[src/rtl/tkbd_pkg.sv]
// Shared types and constants of the touch key baseline decider.
package tkbd_pkg;

  localparam int DATA_W    = 16;
  localparam int CH_NUM    = 7;
  localparam int CFG_IDX_W = 3;

  typedef logic [CFG_IDX_W-1:0] cfg_idx_t;

  localparam cfg_idx_t CFG_THR_MIDDLE     = 3'd0;
  localparam cfg_idx_t CFG_THR_UP         = 3'd1;
  localparam cfg_idx_t CFG_THR_DOWN       = 3'd2;
  localparam cfg_idx_t CFG_THR_LEFT       = 3'd3;
  localparam cfg_idx_t CFG_THR_RIGHT      = 3'd4;
  localparam cfg_idx_t CFG_THR_DIAG_LEFT  = 3'd5;
  localparam cfg_idx_t CFG_THR_DIAG_RIGHT = 3'd6;
  localparam cfg_idx_t CFG_DOM_MARGIN     = 3'd7;

  localparam logic [DATA_W-1:0] RST_THR_MIDDLE     = 16'h01B0;
  localparam logic [DATA_W-1:0] RST_THR_UP         = 16'h0180;
  localparam logic [DATA_W-1:0] RST_THR_DOWN       = 16'h0230;
  localparam logic [DATA_W-1:0] RST_THR_LEFT       = 16'h0590;
  localparam logic [DATA_W-1:0] RST_THR_RIGHT      = 16'h0590;
  localparam logic [DATA_W-1:0] RST_THR_DIAG_LEFT  = 16'h0300;
  localparam logic [DATA_W-1:0] RST_THR_DIAG_RIGHT = 16'h00A0;
  localparam logic [DATA_W-1:0] RST_DOM_MARGIN     = 16'd50;

  localparam logic MODE_LOAD    = 1'b0;
  localparam logic MODE_MEASURE = 1'b1;

  localparam int CH_MIDDLE     = 0;
  localparam int CH_DOWN       = 1;
  localparam int CH_UP         = 2;
  localparam int CH_LEFT       = 3;
  localparam int CH_RIGHT      = 4;
  localparam int CH_DIAG_LEFT  = 5;
  localparam int CH_DIAG_RIGHT = 6;

  typedef struct packed {
    logic              mode;
    logic [DATA_W-1:0] count_middle;
    logic [DATA_W-1:0] count_down;
    logic [DATA_W-1:0] count_up;
    logic [DATA_W-1:0] count_left;
    logic [DATA_W-1:0] count_right;
    logic [DATA_W-1:0] count_diag_left;
    logic [DATA_W-1:0] count_diag_right;
  } in_item_t;

  typedef struct packed {
    logic              led_on;
    logic [DATA_W-1:0] delta_middle;
    logic [DATA_W-1:0] delta_down;
    logic [DATA_W-1:0] delta_up;
    logic [DATA_W-1:0] delta_left;
    logic [DATA_W-1:0] delta_right;
    logic [DATA_W-1:0] delta_diag_left;
    logic [DATA_W-1:0] delta_diag_right;
  } out_item_t;

  typedef struct packed {
    cfg_idx_t          index;
    logic [DATA_W-1:0] data;
  } cfg_item_t;

  typedef struct packed {
    logic [DATA_W-1:0] thr_middle;
    logic [DATA_W-1:0] thr_up;
    logic [DATA_W-1:0] thr_down;
    logic [DATA_W-1:0] thr_left;
    logic [DATA_W-1:0] thr_right;
    logic [DATA_W-1:0] thr_diag_left;
    logic [DATA_W-1:0] thr_diag_right;
    logic [DATA_W-1:0] dominance_margin;
  } thr_t;

  typedef struct packed {
    logic load;
    logic measure;
    logic decrement;
  } lane_ctrl_t;

  typedef struct packed {
    logic led_on;
    logic idle;
  } decision_t;

endpackage

[src/rtl/tkbd_decide.sv]
// Merge stage: threshold rules over the seven deltas decide LED and idle.
module tkbd_decide (
  input  logic [tkbd_pkg::CH_NUM-1:0][tkbd_pkg::DATA_W-1:0] delta,
  input  tkbd_pkg::thr_t                                    thr,
  output tkbd_pkg::decision_t                               decision
);
  import tkbd_pkg::*;

  logic              other_key;
  logic              blocking_key;
  logic              middle_dominant;
  logic              press_test;
  logic              press;
  logic [DATA_W:0]   middle_sum;

  assign middle_sum = {1'b0, delta[CH_MIDDLE]} + {1'b0, thr.dominance_margin};

  assign blocking_key = (delta[CH_UP] > thr.thr_up) || (delta[CH_LEFT] > thr.thr_left) ||
                        (delta[CH_RIGHT] > thr.thr_right);

  assign other_key = blocking_key || (delta[CH_DOWN] > thr.thr_down) ||
                     (delta[CH_DIAG_LEFT] > thr.thr_diag_left) ||
                     (delta[CH_DIAG_RIGHT] > thr.thr_diag_right);

  assign middle_dominant = (middle_sum > {1'b0, delta[CH_DOWN]}) &&
                           (delta[CH_MIDDLE] > thr.thr_middle);

  assign press_test = !other_key || (!blocking_key && middle_dominant);

  assign press = ((delta[CH_MIDDLE] > thr.thr_middle) && (delta[CH_DOWN] < thr.thr_down) &&
                  (delta[CH_UP] < thr.thr_up) && (delta[CH_LEFT] < thr.thr_left) &&
                  (delta[CH_RIGHT] < thr.thr_right)) ||
                 ((delta[CH_MIDDLE] > delta[CH_DOWN]) &&
                  (delta[CH_MIDDLE] > thr.thr_middle));

  assign decision.led_on = press_test && press;
  assign decision.idle   = press_test && !press;
endmodule

[config.mk]
export PLATFORM = sky130hd
export DESIGN_NAME = tkbd_decide
export DESIGN_NICKNAME = d
export VERILOG_FILES = /design/src/rtl/tkbd_pkg.sv /design/src/rtl/tkbd_decide.sv
export SDC_FILE = /design/constraint.sdc
export NUM_CORES = 1
export LEC_CHECK = 0
export BUFFER_PORTS_ARGS = -buffer_cell sky130_fd_sc_hd__buf_2
export CORE_UTILIZATION = 30
export DETAILED_ROUTE_END_ITERATION = 16
export PLACE_DENSITY = 0.59
export REMOVE_ABC_BUFFERS = 1
export SLEW_MARGIN = 10
export SYNTH_ARGS = -nofsm -noshare
export SYNTH_HDL_FRONTEND = slang
export SYNTH_SLANG_ARGS = --single-unit
export TNS_END_PERCENT = 100
[constraint.sdc]
create_clock -name vclk -period 4.18
set_input_delay 0.209 -clock vclk [all_inputs]
set_output_delay 0.209 -clock vclk [all_outputs]
set_load 0.005 [all_outputs]
==> impl_metrics.toml, run 1 <==
[drt]
post_drt_wl_per_cell_microns = 13.1
drt_iter0_drc = 141
vias = 4934
post_drt_via_cell_ratio = 4.84
drt.antenna.violating_nets = 0
drc = 0
firstDrtPassIters = 4
wl_microns = 13400

[logic_synthesis]
syn-instance-count = 596
synth_top_cell_by_area = "ha_1"
synth_cell_types = 51
synth.area.top_cells = "ha_1, inv_1, a21oi_1"
synthMuxAreaShare_pct = 0
synth_compound_area_share_pct = 22.2
ys_seq_area_share_pct = 0
synthAdderAreaFrac_pct = 46.2
synth_top_area_share_pct = 45.7
synth.top_cells.by_count = "ha_1, inv_1, a21oi_1"
ys_warn_count = 0
post-synth-top-count-cell = "ha_1"
synth_top_family_by_area = "adder cells"
syn_avg_cell_area_sq_um = 7.35
synthSimpleGateAreaFrac_pct = 17.1
synthXorXnorAreaFrac_pct = 2.80
syn_area_sq_mm = 0.00438

[timing]
finalSetupViolations = 0
worst_pin_slew_ns = 0.498
min_period_over_period_pct = 92.4
whs_ns = 1.18
slew_headroom_pct = 66.5
slew_viol_final = 0
fin_crit_ns = 3.86
finalHoldViolCount = 0
fmax_mhz = 259

[final_layout]
clock_buffers = 0
antennaDiodeCount = 0
drive_above_1_share_pct = 30.7
fill_cells = 1545
final_area_sq_mm = 0.00591
nFlopsAndLatches = 0
multi_input_area_sq_mm = 0.00394
seqCellArea_sq_um = 0
syn2layout_area_growth_pct = 34.9
nNetsFinal = 1243

[floorplanning]
die_y_microns = 123
die_w_microns = 123
dieArea_sq_mm = 0.0151
start_util_pct = 31.2
std_cell_rows = 43
fp.coreArea_sq_mm = 0.0140
num_io_pins = 242

[place]
placed_cell_area_sq_mm = 0.00582
dp_hpwl_microns = 12500
portBuffers = 242
routabilityCongestion = 0.843

[hold_path]
min_path_type = "primary input to output pin"
hold_start = "delta[111]"
whs_endpoint = "decision[1]"
hold_path_depth = 6

[worst_setup_path]
startpoint_type = "primary input"
critical_path.max_fanout = 3
crit_type = "primary input to output pin"
worst_path_max_delay_cell = "fa_2"
critPathRequiredTime_ns = 3.97
max_stage_delay_ns = 0.39
crit_start = "delta[0]"
crit_buf_inv = 3
critPathTopFamily = "compound AO/OA/AOI/OAI gates"
crit_path_cell_trace = "buf_2 > ha_4 > inv_1 > fa_2 > nor2b_4 > o2111ai_2 > nand4_1 > a311oi_2 > o31ai_1 > a21oi_1 > xnor2_1 > ha_1 > nand2_1 > nor2_2 > nand4_1 > a2111oi_4 > o311ai_2 > a22oi_2 > nor4bb_1 > buf_2"
arrival_ns = 3.66
cp-end-kind = "output pin"

[global_routing]
antenna_found_initial = 0
grt_pass1_wl_microns = 20800
gr-usage-all-layers_pct = 17.0
grt_pass1_vias = 4807
grt_overflow_total = 0
grt_start_max_net_pins = 7

[power]
irDropWorstVdd_v = 0.0000409
cellLeakagePower_nw = 3.59
power_density_mw_per_mm2 = 109
total_power_w = 0.000646

[cts]
holdBufCountCts = 0

[status]
status = "complete, no violations"

[job]
drv_cap = 0
==> routing by layer <==
layer / up-vias / share of wire, % / global-route usage (%)
met1: 2105 / 46 / 22.1
met3: 4 / 8.3 / 1.67
met2: 177 / 46 / 31.4
met5: - / 0 / 0
met4: 0 / 0.36 / 0.610
li1: 2648 / - / -
==> cell usage in the layout (no fill, tap or decap), types with 2 or more instances in the layout <==
master      n
or4_1       3
nor2b_1    10
and3_1      4
a31oi_1     7
o21ai_0    13
a221o_1     3
nor2_2      2
a211oi_1    8
o31ai_1     3
o311ai_2    2
o211ai_1    7
buf_2     242
a221oi_1    3
nand4_1    30
nand2_1    28
o21bai_1    4
a21oi_1    43
o21ai_1     5
nand3_1    12
o22ai_1     2
nor2_1     20
ha_1      159
buf_4       2
nor3_1     13
o21a_1      7
a21o_1     18
inv_1     137
a211o_1     5
or3_1       2
nand2b_1    2
xnor2_1    13
and4_1      7
==> logic make-up (layout without fill, tap and decap cells) <==
group                    Yosys count  after routing
AND/OR/NAND/NOR                  140            140
AO/OA/AOI/OAI                    144            144
adder cells (fa/ha/maj)          161            161
buffers and inverters            137            381
XOR/XNOR                          14             14
==> final cells by class <==
cell class                      count  area share (%)
Multi-Input combinational cell    459            66.7
Timing Repair Buffer              244            20.8
Inverter                          137            8.71
Tap cell                          180            3.81
==> stage by stage <==
stage,setup slack (ns),util (%),setup TNS (ns),instances
6_report,0.316,42.1,0,1020
5_1_grt,-0.0180,42.1,-0.0333,1020
4_1_cts,0.0919,41.5,0,1019
3_5_place_dp,0.102,41.5,0,1019
3_3_place_gp,0.192,41.5,0,1019
2_1_floorplan,0.780,-,0,596
==> how the worst max path moves through the flow <==
| stage | endpoint | slack [ns] | cells after the start |
|---|---|---|---|
| after floorplan | decision[1] | 0.78 | 18 |
| after global placement | decision[1] | 0.19 | 20 |
| after detailed placement | decision[1] | 0.10 | 20 |
| after CTS | decision[1] | 0.09 | 20 |
| after global routing | decision[1] | -0.02 | 20 |
| final | decision[1] | 0.32 | 20 |
==> power by group <==
part / switching [W] / internal, W / leakage [nW]
clock network: 0 / 0 / 0
logic: 0.000327 / 0.000319 / 3.59
registers: 0 / 0 / 0
==> what timing repair did <==
action	CTS	global route
setup endpoints to repair	0	2
gates resized for setup	0	13
buffers inserted	0	1
(Power assumes the default switching activity.)
==> inputs of run 2 (changes only) <==
==> constraint.sdc (replaced) <==
create_clock -name vclk -period 4.18
set_input_delay 0.209 -clock vclk [all_inputs]
set_output_delay 0.209 -clock vclk [all_outputs]
set_load 0.05 [all_outputs]
==> impl_metrics.toml, run 2 (synthesis results as in run 1) <==
[floorplanning]
start_util_pct = 31.2
std_cell_rows = 43
num_io_pins = 242
die_y_microns = 123
fp.coreArea_sq_mm = 0.0140
dieArea_sq_mm = 0.0151
die_w_microns = 123

[global_routing]
grt_overflow_total = 0
antenna_found_initial = 0
gr-usage-all-layers_pct = 16.9
grt_pass1_wl_microns = 20800
grt_start_max_net_pins = 7
grt_pass1_vias = 4859

[power]
total_power_w = 0.000652
power_density_mw_per_mm2 = 110
irDropWorstVdd_v = 0.0000369
cellLeakagePower_nw = 3.60

[worst_setup_path]
critical_path.max_fanout = 3
max_stage_delay_ns = 0.42
arrival_ns = 3.77
worst_path_max_delay_cell = "fa_2"
startpoint_type = "primary input"
crit_path_cell_trace = "buf_2 > ha_4 > inv_1 > fa_2 > nor2b_4 > o2111ai_2 > nand4_1 > a311oi_2 > o31ai_1 > a21oi_1 > xnor2_1 > ha_1 > nand2_2 > nor2_2 > nand4_1 > a2111oi_4 > o311ai_1 > a22oi_1 > nor4bb_1 > buf_4"
cp-end-kind = "output pin"
critPathRequiredTime_ns = 3.97
crit_type = "primary input to output pin"
cp_common_cell = "nand4_1"

[drt]
drt_iter0_drc = 155
post_drt_via_cell_ratio = 4.86
post_drt_wl_per_cell_microns = 13.0
wl_microns = 13300
drc = 0
drt.antenna.violating_nets = 0
firstDrtPassIters = 5
vias = 4966

[final_layout]
layout_commonest_cell = "buf_2"
syn2layout_area_growth_pct = 35.1
drive_above_1_share_pct = 30.8
antennaDiodeCount = 0
nNetsFinal = 1245
layout_common_cells = "buf_2, ha_1, inv_1, a21oi_1, nand4_1"
clock_buffers = 0
seqCellArea_sq_um = 0
nFlopsAndLatches = 0

[timing]
fmax_mhz = 252
fin_crit_ns = 3.97
setup_slack_ns = 0.206
worst_pin_slew_ns = 0.485
slew_viol_final = 0
finalHoldViolCount = 0
min_period_over_period_pct = 95.1
finalSetupViolations = 0
slew_headroom_pct = 67.7

[place]
dp_slack_ns = 0.0421
dp_hpwl_microns = 12400
routabilityCongestion = 0.868
portBuffers = 242

[status]
status = "complete, no violations"

[hold_path]
min_path_type = "primary input to output pin"

[job]
drv_cap = 0
run 2: changes by cell type in the layout (fill, tap and decap cells not counted), sizes merged:
cell | before | now
buf | 244 | 246
run 2: worst max-delay path: cells and delay by family:
| kind | cells | cell delay [ns] |
|---|---|---|
| buf+inv | 3 | 0.38 |
| compound gates | 7 | 1.38 |
| xor+xnor | 1 | 0.14 |
| fa+ha+maj | 3 | 0.88 |
| simple gates | 6 | 0.78 |
run 2: cell type report:
class / count / area (sq um)
Inverter: 137 / 514
Tap cell: 180 / 225
Timing Repair Buffer: 246 / 1250
Multi-Input combinational cell: 459 / 3930
Fill cell: 1521 / 8130
run 2: final timing paths:
kind                  slack (ns)  cells past startpoint  startpoint           to
worst max-delay path        0.21                     20    delta[0]  decision[1]
worst min-delay path        1.31                      6  delta[111]  decision[0]
run 2: per-layer routing:
| metal | vias to the layer above | GRT usage, % | part of all wire [%] |
|---|---|---|---|
| li1 | 2655 | - | - |
| met1 | 2132 | 22.0 | 46 |
| met2 | 179 | 31.5 | 46 |
| met3 | 0 | 1.67 | 7.9 |
| met4 | 0 | 0 | 0 |
| met5 | - | 0 | 0 |
run 2: repair_timing:
action                                  in CTS  in global routing
resized for setup                            0                 16
buffers inserted                             0                  3
endpoints found under the setup margin       0                  2
hold buffers                                 0                  0
run 2: per-stage QoR:
step	cells	hold WS, ns	setup TNS [ns]	area, sq um	utilization [%]
3_5_place_dp	1019	1.34	0	5820	41.5
3_3_place_gp	1019	1.34	0	5820	41.5
6_report	1022	1.31	0	5920	42.1
5_1_grt	1022	1.38	-0.0645	5920	42.1
2_1_floorplan	596	1.03	-0.326	4380	-
4_1_cts	1019	1.34	0	5820	41.5
run 2: power by group:
group          internal [W]  switching, W  total (W)
Combinational      0.000322      0.000330   0.000652
Clock                     0             0          0
Sequential                0             0          0
Total              0.000322      0.000330   0.000652
