==> src/rtl/tkbd_pkg.sv <==
// Shared types and constants of the touch key baseline decider.
package tkbd_pkg;

  localparam int DATA_W    = 16;
  localparam int CH_NUM    = 7;
  localparam int CFG_IDX_W = 3;

  typedef logic [CFG_IDX_W-1:0] cfg_idx_t;

  localparam cfg_idx_t CFG_THR_MIDDLE     = 3'd0;
  localparam cfg_idx_t CFG_THR_UP         = 3'd1;
  localparam cfg_idx_t CFG_THR_DOWN       = 3'd2;
  localparam cfg_idx_t CFG_THR_LEFT       = 3'd3;
  localparam cfg_idx_t CFG_THR_RIGHT      = 3'd4;
  localparam cfg_idx_t CFG_THR_DIAG_LEFT  = 3'd5;
  localparam cfg_idx_t CFG_THR_DIAG_RIGHT = 3'd6;
  localparam cfg_idx_t CFG_DOM_MARGIN     = 3'd7;

  localparam logic [DATA_W-1:0] RST_THR_MIDDLE     = 16'h01B0;
  localparam logic [DATA_W-1:0] RST_THR_UP         = 16'h0180;
  localparam logic [DATA_W-1:0] RST_THR_DOWN       = 16'h0230;
  localparam logic [DATA_W-1:0] RST_THR_LEFT       = 16'h0590;
  localparam logic [DATA_W-1:0] RST_THR_RIGHT      = 16'h0590;
  localparam logic [DATA_W-1:0] RST_THR_DIAG_LEFT  = 16'h0300;
  localparam logic [DATA_W-1:0] RST_THR_DIAG_RIGHT = 16'h00A0;
  localparam logic [DATA_W-1:0] RST_DOM_MARGIN     = 16'd50;

  localparam logic MODE_LOAD    = 1'b0;
  localparam logic MODE_MEASURE = 1'b1;

  localparam int CH_MIDDLE     = 0;
  localparam int CH_DOWN       = 1;
  localparam int CH_UP         = 2;
  localparam int CH_LEFT       = 3;
  localparam int CH_RIGHT      = 4;
  localparam int CH_DIAG_LEFT  = 5;
  localparam int CH_DIAG_RIGHT = 6;

  typedef struct packed {
    logic              mode;
    logic [DATA_W-1:0] count_middle;
    logic [DATA_W-1:0] count_down;
    logic [DATA_W-1:0] count_up;
    logic [DATA_W-1:0] count_left;
    logic [DATA_W-1:0] count_right;
    logic [DATA_W-1:0] count_diag_left;
    logic [DATA_W-1:0] count_diag_right;
  } in_item_t;

  typedef struct packed {
    logic              led_on;
    logic [DATA_W-1:0] delta_middle;
    logic [DATA_W-1:0] delta_down;
    logic [DATA_W-1:0] delta_up;
    logic [DATA_W-1:0] delta_left;
    logic [DATA_W-1:0] delta_right;
    logic [DATA_W-1:0] delta_diag_left;
    logic [DATA_W-1:0] delta_diag_right;
  } out_item_t;

  typedef struct packed {
    cfg_idx_t          index;
    logic [DATA_W-1:0] data;
  } cfg_item_t;

  typedef struct packed {
    logic [DATA_W-1:0] thr_middle;
    logic [DATA_W-1:0] thr_up;
    logic [DATA_W-1:0] thr_down;
    logic [DATA_W-1:0] thr_left;
    logic [DATA_W-1:0] thr_right;
    logic [DATA_W-1:0] thr_diag_left;
    logic [DATA_W-1:0] thr_diag_right;
    logic [DATA_W-1:0] dominance_margin;
  } thr_t;

  typedef struct packed {
    logic load;
    logic measure;
    logic decrement;
  } lane_ctrl_t;

  typedef struct packed {
    logic led_on;
    logic idle;
  } decision_t;

endpackage

==> src/rtl/tkbd_lane.sv <==
// One key channel: baseline register, delta and baseline tracking.
module tkbd_lane #(
  parameter int COUNT_BITS = 16
) (
  input  logic                   clk,
  input  logic                   rst,
  input  logic [COUNT_BITS-1:0]  count,
  input  tkbd_pkg::lane_ctrl_t   ctrl,
  output logic [COUNT_BITS-1:0]  delta,
  output logic [COUNT_BITS-1:0]  base
);
  import tkbd_pkg::*;

  logic                  above;
  logic [COUNT_BITS:0]   sum;
  logic [COUNT_BITS-1:0] tracked;
  logic [COUNT_BITS-1:0] tracked_dec;
  logic [COUNT_BITS-1:0] base_next;

  assign above       = count > base;
  assign sum         = {1'b0, base} + {1'b0, count};
  assign tracked     = above ? sum[COUNT_BITS:1] : base;
  assign tracked_dec = (tracked != '0) ? tracked - 1'b1 : tracked;
  assign delta       = above ? '0 : base - count;

  always_comb begin
    base_next = base;
    if (ctrl.load) begin
      base_next = count;
    end else if (ctrl.measure) begin
      base_next = ctrl.decrement ? tracked_dec : tracked;
    end
  end

  always_ff @(posedge clk) begin
    if (rst) begin
      base <= '0;
    end else begin
      base <= base_next;
    end
  end
endmodule

==> config.mk <==
export PLATFORM = sky130hd
export DESIGN_NAME = tkbd_lane
export DESIGN_NICKNAME = d
export VERILOG_FILES = /design/src/rtl/tkbd_pkg.sv /design/src/rtl/tkbd_lane.sv
export SDC_FILE = /design/constraint.sdc
export NUM_CORES = 1
export LEC_CHECK = 0
export BUFFER_PORTS_ARGS = -buffer_cell sky130_fd_sc_hd__buf_2
export CAP_MARGIN = 40
export CORE_MARGIN = 2
export CORE_UTILIZATION = 55
export DETAILED_ROUTE_END_ITERATION = 10
export PLACE_DENSITY = 0.78
export SLEW_MARGIN = 20
export SYNTH_ARGS = -nofsm -noshare
export SYNTH_HDL_FRONTEND = slang
export SYNTH_SLANG_ARGS = --single-unit
==> constraint.sdc <==
create_clock -name clk -period 5.1 [get_ports clk]
set_input_delay 1.02 -clock clk [delete_from_list [all_inputs] [get_ports clk]]
set_output_delay 1.02 -clock clk [all_outputs]
set_load 0.005 [all_outputs]
==> summary.txt, run 1 <==
status: completed
worst clock skew: 0.000557 ns
Clock Tree Root: clkbuf_8
Arr. time, crit path: 3.86 ns
Critical Path RT: 4.08 ns
yosys warns: 0
Initial Util: 56.5%
worst setup path end: delta[3]
Rows: 28
setup TNS: 0 ns
Die W: 81.6 µm
Slew Viols, Final: 0
die area: 6650 µm²
share of cells above drive strength 1: 17.6%
fillcell total: 540
min Tclk post-route: 4.88 ns
first-pass GRT wire length: 15200 µm
async set or reset register ratio after synthesis: 0%
Ant. Diodes: 0
final hold violations: 0
crit path buf inv count: 5
logic depth of the worst path, buffers included: 12
Vias: 3600
Avg Inst Size Synth: 7.16 µm²
peak supply drop: 0.137 mV
predominant post-synthesis flop cell: dfxtp_1
Clock Path Buffers: 2
Critical-path top delay cell: a221oi_4
FF-to-FF End: base[9]$_SDFFE_PP0P_
vias in the first global route: 3083
total grt overflow: 0
clk_lat worst skew: 0.25 ns
post-route DRC violation count: 0
total wire length: 9560 µm
Layout area overhead: 10.4%
final instance area: 3650 µm²
CTS H-Tree Depth: 1
Final ANT Viol Nets: 0
final net count: 560
DR pass1 iterations: 5
post-layout util: 62.4%
Worst setup EP type: output port
Routability Congestion: 0.983
largest net degree at the start of global routing: 34
Synth cell types: 71
GRT Total Usage: 28.6%
Seq/Total Area, Yosys: 9.68%
post-CTS setup buffers: 0
Max Cap Violations: 0
clock sinks: 16
Seq cells post-synth: 16
max reg flops: 16
vias per inst: 6.25
Slew @ Worst Pin: 0.919 ns
PD cells: 227 nW/µm²
Most flops, register: base
Reg2Reg Depth: 15
Regs by FF count: base x16
Starting DRT DRC Count: 327
R2R Path Start: base[0]$_SDFFE_PP0P_
Hold Path Class: flop to flop
DR WL/cell: 16.6 µm
r2r setup slk: 0.83 ns
CTS tree: yes
initial antenna violation count: 0
TritonCTS buffer count: 3
cell family contributing the most delay on the critical path: compound AO/OA/AOI/OAI gates
CP startpoint kind: input pin
Placement Cell Area: 3600 µm²
chip height: 81.6 µm
IO buf count: 52
I/O pins: 53
RSZ-0062 raised after global routing: false
Final setup viols: 0
final worst-path cycle share: 95.7%
crit-path cells: buf_2 > ha_1 > inv_1 > fa_1 > a211oi_2 > o21ai_1 > o21a_2 > a221oi_4 > buf_4 > buf_4 > nor3_1 > buf_2
fmax: 205 MHz
Crit Path Class: input pin to output port
crit path from: count[0]
Mapped Area: 3310 µm²
CP max stage delay: 0.79 ns
DP HPWL: 7460 µm
Leak: 1.64 nW
Synth Instances: 462
number of synthesized flops with an enable pin: 0
Worst slew margin: 38.7%
syn nets: 519
Reg clk slew, reported paths: 0.06 ns
core footprint: 5850 µm²
Crit Path Max Fanout: 17
[cell usage in the layout, fill, tap and decap left out, types with 4 or more instances in the layout]
master    count
xor2_1        9
buf_2        52
o22ai_1       9
or3_1         4
a21o_1        6
ha_1         34
and2_1        4
nor2b_1      10
nor2_1       47
dfxtp_1      16
nand2_1      31
inv_1        36
nor3_1       19
o221ai_1      6
nand3_1       7
buf_4        11
nor3b_1      13
o211ai_1      4
o21bai_1      5
nand2b_1      8
xnor2_1      25
a211oi_1      5
nand3b_1      6
o21a_1        4
nor4_1        8
mux2i_1       4
a21oi_1      35
o21ai_0      16
[power by group]
part / switching, W / internal, W
registers: 0.0000262 / 0.000139
logic: 0.000328 / 0.000239
clock network: 0.0000431 / 0.0000524
[per-stage QoR]
step	total power (W)	setup WS [ns]	hold WS, ns	cells
final	0.000828	0.218	0.618	576
after global routing	0.000893	0.0886	0.658	576
after CTS	0.000816	0.266	0.629	576
after detailed placement	0.000720	0.214	0.614	573
after global placement	0.000710	0.359	0.613	573
after floorplan	0.000584	0.322	0.570	462
[layer usage]
| layer | global-route usage, % | vias up | part of all wire (%) |
|---|---|---|---|
| li1 | - | 1749 | - |
| met1 | 41.7 | 1682 | 46 |
| met2 | 45.5 | 153 | 46 |
| met3 | 2.20 | 16 | 7.1 |
| met4 | 6.95 | 0 | 1.1 |
| met5 | 0 | - | 0 |
[kinds of logic (layout without fill, tap and decap cells)]
family	count (synthesis)	after routing	synth area share [%]
simple gates	179	179	29.1
fa+ha+maj	36	36	14.1
mux	7	7	2.23
xor+xnor	34	34	9.00
buf+inv	63	102	8.32
compound gates	127	127	27.6
flops	16	16	9.68
[Yosys cell counts, types with 6 or more instances]
cell type	count	share of area [%]
a21oi_1	35	5.3
ha_1	34	13
inv_1	36	4.1
o21ai_0	16	2.4
nor4_1	8	1.5
nand3b_1	6	1.4
nor2b_1	10	1.9
xor2_1	9	2.4
dfxtp_1	16	9.7
nand2_1	31	3.5
xnor2_1	25	6.6
nand2b_1	8	1.5
nor3_1	19	2.9
o22ai_1	9	1.7
clkbuf_1	10	1.1
nand3_1	7	1.1
o221ai_1	6	1.6
a21o_1	6	1.4
nor3b_1	13	2.9
nor2_1	47	5.3
buf_2	8	1.2
[tightest hold or removal path, stage by stage, from the launching register on]
cell,delay (ns)
dfxtp_1,0.36
nand3b_1,0.10
o221ai_1,0.09
[worst min-delay path by stage]
| stage | from | to | slack (ns) | cells after the start |
|---|---|---|---|---|
| 2_1_floorplan | base[9]$_SDFFE_PP0P_ | base[9]$_SDFFE_PP0P_ | 0.57 | 2 |
| 3_3_place_gp | base[3]$_SDFFE_PP0P_ | base[3]$_SDFFE_PP0P_ | 0.61 | 2 |
| 3_5_place_dp | base[0]$_SDFFE_PP0P_ | base[0]$_SDFFE_PP0P_ | 0.61 | 2 |
| 4_1_cts | base[0]$_SDFFE_PP0P_ | base[0]$_SDFFE_PP0P_ | 0.63 | 2 |
| 5_1_grt | base[3]$_SDFFE_PP0P_ | base[3]$_SDFFE_PP0P_ | 0.66 | 2 |
| 6_report | base[0]$_SDFFE_PP0P_ | base[0]$_SDFFE_PP0P_ | 0.62 | 2 |
[final cells by class]
cell class | instances | area, µm² | share of cell area [%]
Multi-Input combinational cell | 383 | 2720 | 74.4
Timing Repair Buffer | 63 | 343 | 9.39
Sequential cell | 16 | 320 | 8.77
Inverter | 36 | 135 | 3.70
Tap cell | 75 | 93.8 | 2.57
Clock buffer | 3 | 41.3 | 1.13
[repair_timing]
item | CTS | global route
resized for setup | 0 | 1
endpoints found under the setup margin | 0 | 1
hold buffers | 0 | 0
No activity file was read; power rests on OpenSTA's default activity.
==> run 2, diff against run 1 <==
Settings changed: BUFFER_PORTS_ARGS -buffer_cell sky130_fd_sc_hd__buf_2 to unset, DONT_BUFFER_PORTS set to 1, PLACE_DENSITY 0.78 to 0.7.
==> run 2 against run 1 <==
Clock skew rose by 0.0037 ns. Global-route usage fell by 0.83 points. Hold slack improved by 0.047 ns. Combinational power fell by 8.3%. Register-to-register slack got worse by 0.03 ns. Via count fell by 7.1%.
==> summary.txt, run 2 (synthesized netlist as in run 1, its figures left out) <==
Layout area overhead: 2.76%
share of cells above drive strength 1: 8.00%
Regs by FF count: base x16
clock sinks: 16
worst clock skew: 0.00421 ns
Hold Crit Endpoint: base[2]$_SDFFE_PP0P_
critical path's most frequent cell: o21ai_0
CTS H-Tree Depth: 1
Vias: 3343
DP HPWL: 7220 µm
IO buf count: 0
GRT Total Usage: 27.8%
most frequent cells in the layout: nor2_1 (47), inv_1 (36), a21oi_1 (35), ha_1 (34), nand2_1 (31)
Initial Util: 56.5%
Hold Path Class: flop to flop
CTS tree: yes
total wire length: 9380 µm
Die W: 81.6 µm
core footprint: 5850 µm²
CTS Hold Bufs: 0
CP startpoint kind: input pin
Worst slew margin: 53.0%
first-pass GRT wire length: 14700 µm
Critical-path top delay cell: o31ai_1
Starting DRT DRC Count: 373
Reg2Reg Depth: 15
post-route DRC violation count: 0
FF-to-FF End: base[1]$_SDFFE_PP0P_
commonest non-fill, non-tap cell in the layout: nor2_1
die area: 6650 µm²
Clock Tree Root: clkbuf_8
Reg clk slew, reported paths: 0.07 ns
chip height: 81.6 µm
hold wc startpoint: base[2]$_SDFFE_PP0P_
r2r setup slk: 0.80 ns
setup TNS: 0 ns
sw frac: 47.1%
final hold violations: 0
Crit Path Max Fanout: 3
Slew @ Worst Pin: 0.697 ns
final net count: 508
Rows: 28
worst hold stages: 2
crit path buf inv count: 1
Slew Viols, Final: 0
final worst-path cycle share: 90.3%
post-CTS setup buffers: 0
CP max stage delay: 0.54 ns
Ant. Diodes: 0
Final setup viols: 0
Gate power share: 64.7%
Final ANT Viol Nets: 0
cell family contributing the most delay on the critical path: compound AO/OA/AOI/OAI gates
Clock Path Buffers: 2
clk_lat worst skew: 0.25 ns
max reg flops: 16
internal power: 0.000425 W
I/O pins: 53
initial antenna violation count: 0
peak supply drop: 0.161 mV
DR pass1 iterations: 4
largest net degree at the start of global routing: 34
total grt overflow: 0
status: completed
vias per inst: 6.37
vias in the first global route: 2990
Max Cap Violations: 0
Arr. time, crit path: 3.58 ns
switching power: 0.000379 W
post_cts resized: 0
Leak: 1.41 nW
Routability Congestion: 0.906
PD cells: 236 nW/µm²
crit-path cells: inv_1 > ha_1 > nor2b_1 > o21ai_0 > a21oi_1 > o21a_1 > o21ai_0 > a21oi_1 > o31ai_1 > o21ai_0 > xnor2_1 > nor2_1
TritonCTS buffer count: 3
R2R Path Start: base[0]$_SDFFE_PP0P_
fillcell total: 549
Critical Path RT: 4.08 ns
min Tclk post-route: 4.60 ns
Worst setup EP type: output port
clock power share: 14.4%
fmax: 217 MHz
Most flops, register: base
Crit Path Class: input pin to output port
Pwr Total: 0.000804 W
DR WL/cell: 17.9 µm
Seq pwr share: 20.9%
RSZ-0062 raised after global routing: false
==> run 2: changes by cell type in the layout (fill, tap and decap cells not counted) <==
cell      before  now
buf_2         52    0
clkbuf_8       3    4
o31ai_1        3    4
o31ai_2        1    0
==> run 2: power by group through the flow <==
| stage | Sequential, W | Clock, W | Combinational, W |
|---|---|---|---|
| floorplan | 0.000160 | 0 | 0.000424 |
| global placement | 0.000170 | 0 | 0.000504 |
| detailed placement | 0.000171 | 0 | 0.000509 |
| CTS | 0.000168 | 0.000118 | 0.000512 |
| global route | 0.000171 | 0.000122 | 0.000572 |
| finish | 0.000168 | 0.000116 | 0.000520 |
==> run 2: worst max-delay path by stage <==
| stage | from | to | slack [ns] | cells past startpoint |
|---|---|---|---|---|
| after floorplan | count[0] | base[1]$_SDFFE_PP0P_ | 0.32 | 16 |
| after global placement | count[0] | base[1]$_SDFFE_PP0P_ | 0.37 | 14 |
| after detailed placement | count[0] | base[1]$_SDFFE_PP0P_ | 0.26 | 14 |
| after CTS | count[1] | delta[15] | 0.49 | 12 |
| after global routing | count[9] | base[4]$_SDFFE_PP0P_ | 0.23 | 16 |
| final | count[1] | delta[15] | 0.50 | 12 |
==> run 2: layout make-up <==
cell class	instances	area, µm²	area share (%)
Multi-Input combinational cell	383	2710	79.8
Sequential cell	16	320	9.42
Inverter	36	135	3.97
Tap cell	75	93.8	2.76
Timing Repair Buffer	11	82.6	2.43
Clock buffer	4	55.1	1.62
==> run 2: stage by stage <==
step | util (%) | std cells | setup slack, ns | hold WS (ns) | instance area [µm²]
after floorplan | - | 462 | 0.322 | 0.570 | 3310
after global placement | 57.2 | 521 | 0.367 | 0.633 | 3340
after detailed placement | 57.2 | 521 | 0.262 | 0.643 | 3340
after CTS | 58.1 | 525 | 0.489 | 0.656 | 3400
after global routing | 58.1 | 525 | 0.233 | 0.680 | 3400
final | 58.1 | 525 | 0.496 | 0.664 | 3400
==> run 2: per-layer routing <==
layer	global-route usage (%)	part of all wire (%)	vias to the layer above
met1	40.7	46	1558
met4	2.03	0.43	0
met3	3.63	7.9	6
met5	0	0	-
met2	45.1	45	144
li1	-	-	1635
==> run 2: tightest hold or removal path, cell delays in order, from the launching register on <==
cell and delay [ns]:
dfxtp_1 0.39, nand3b_1 0.12, o221ai_1 0.10
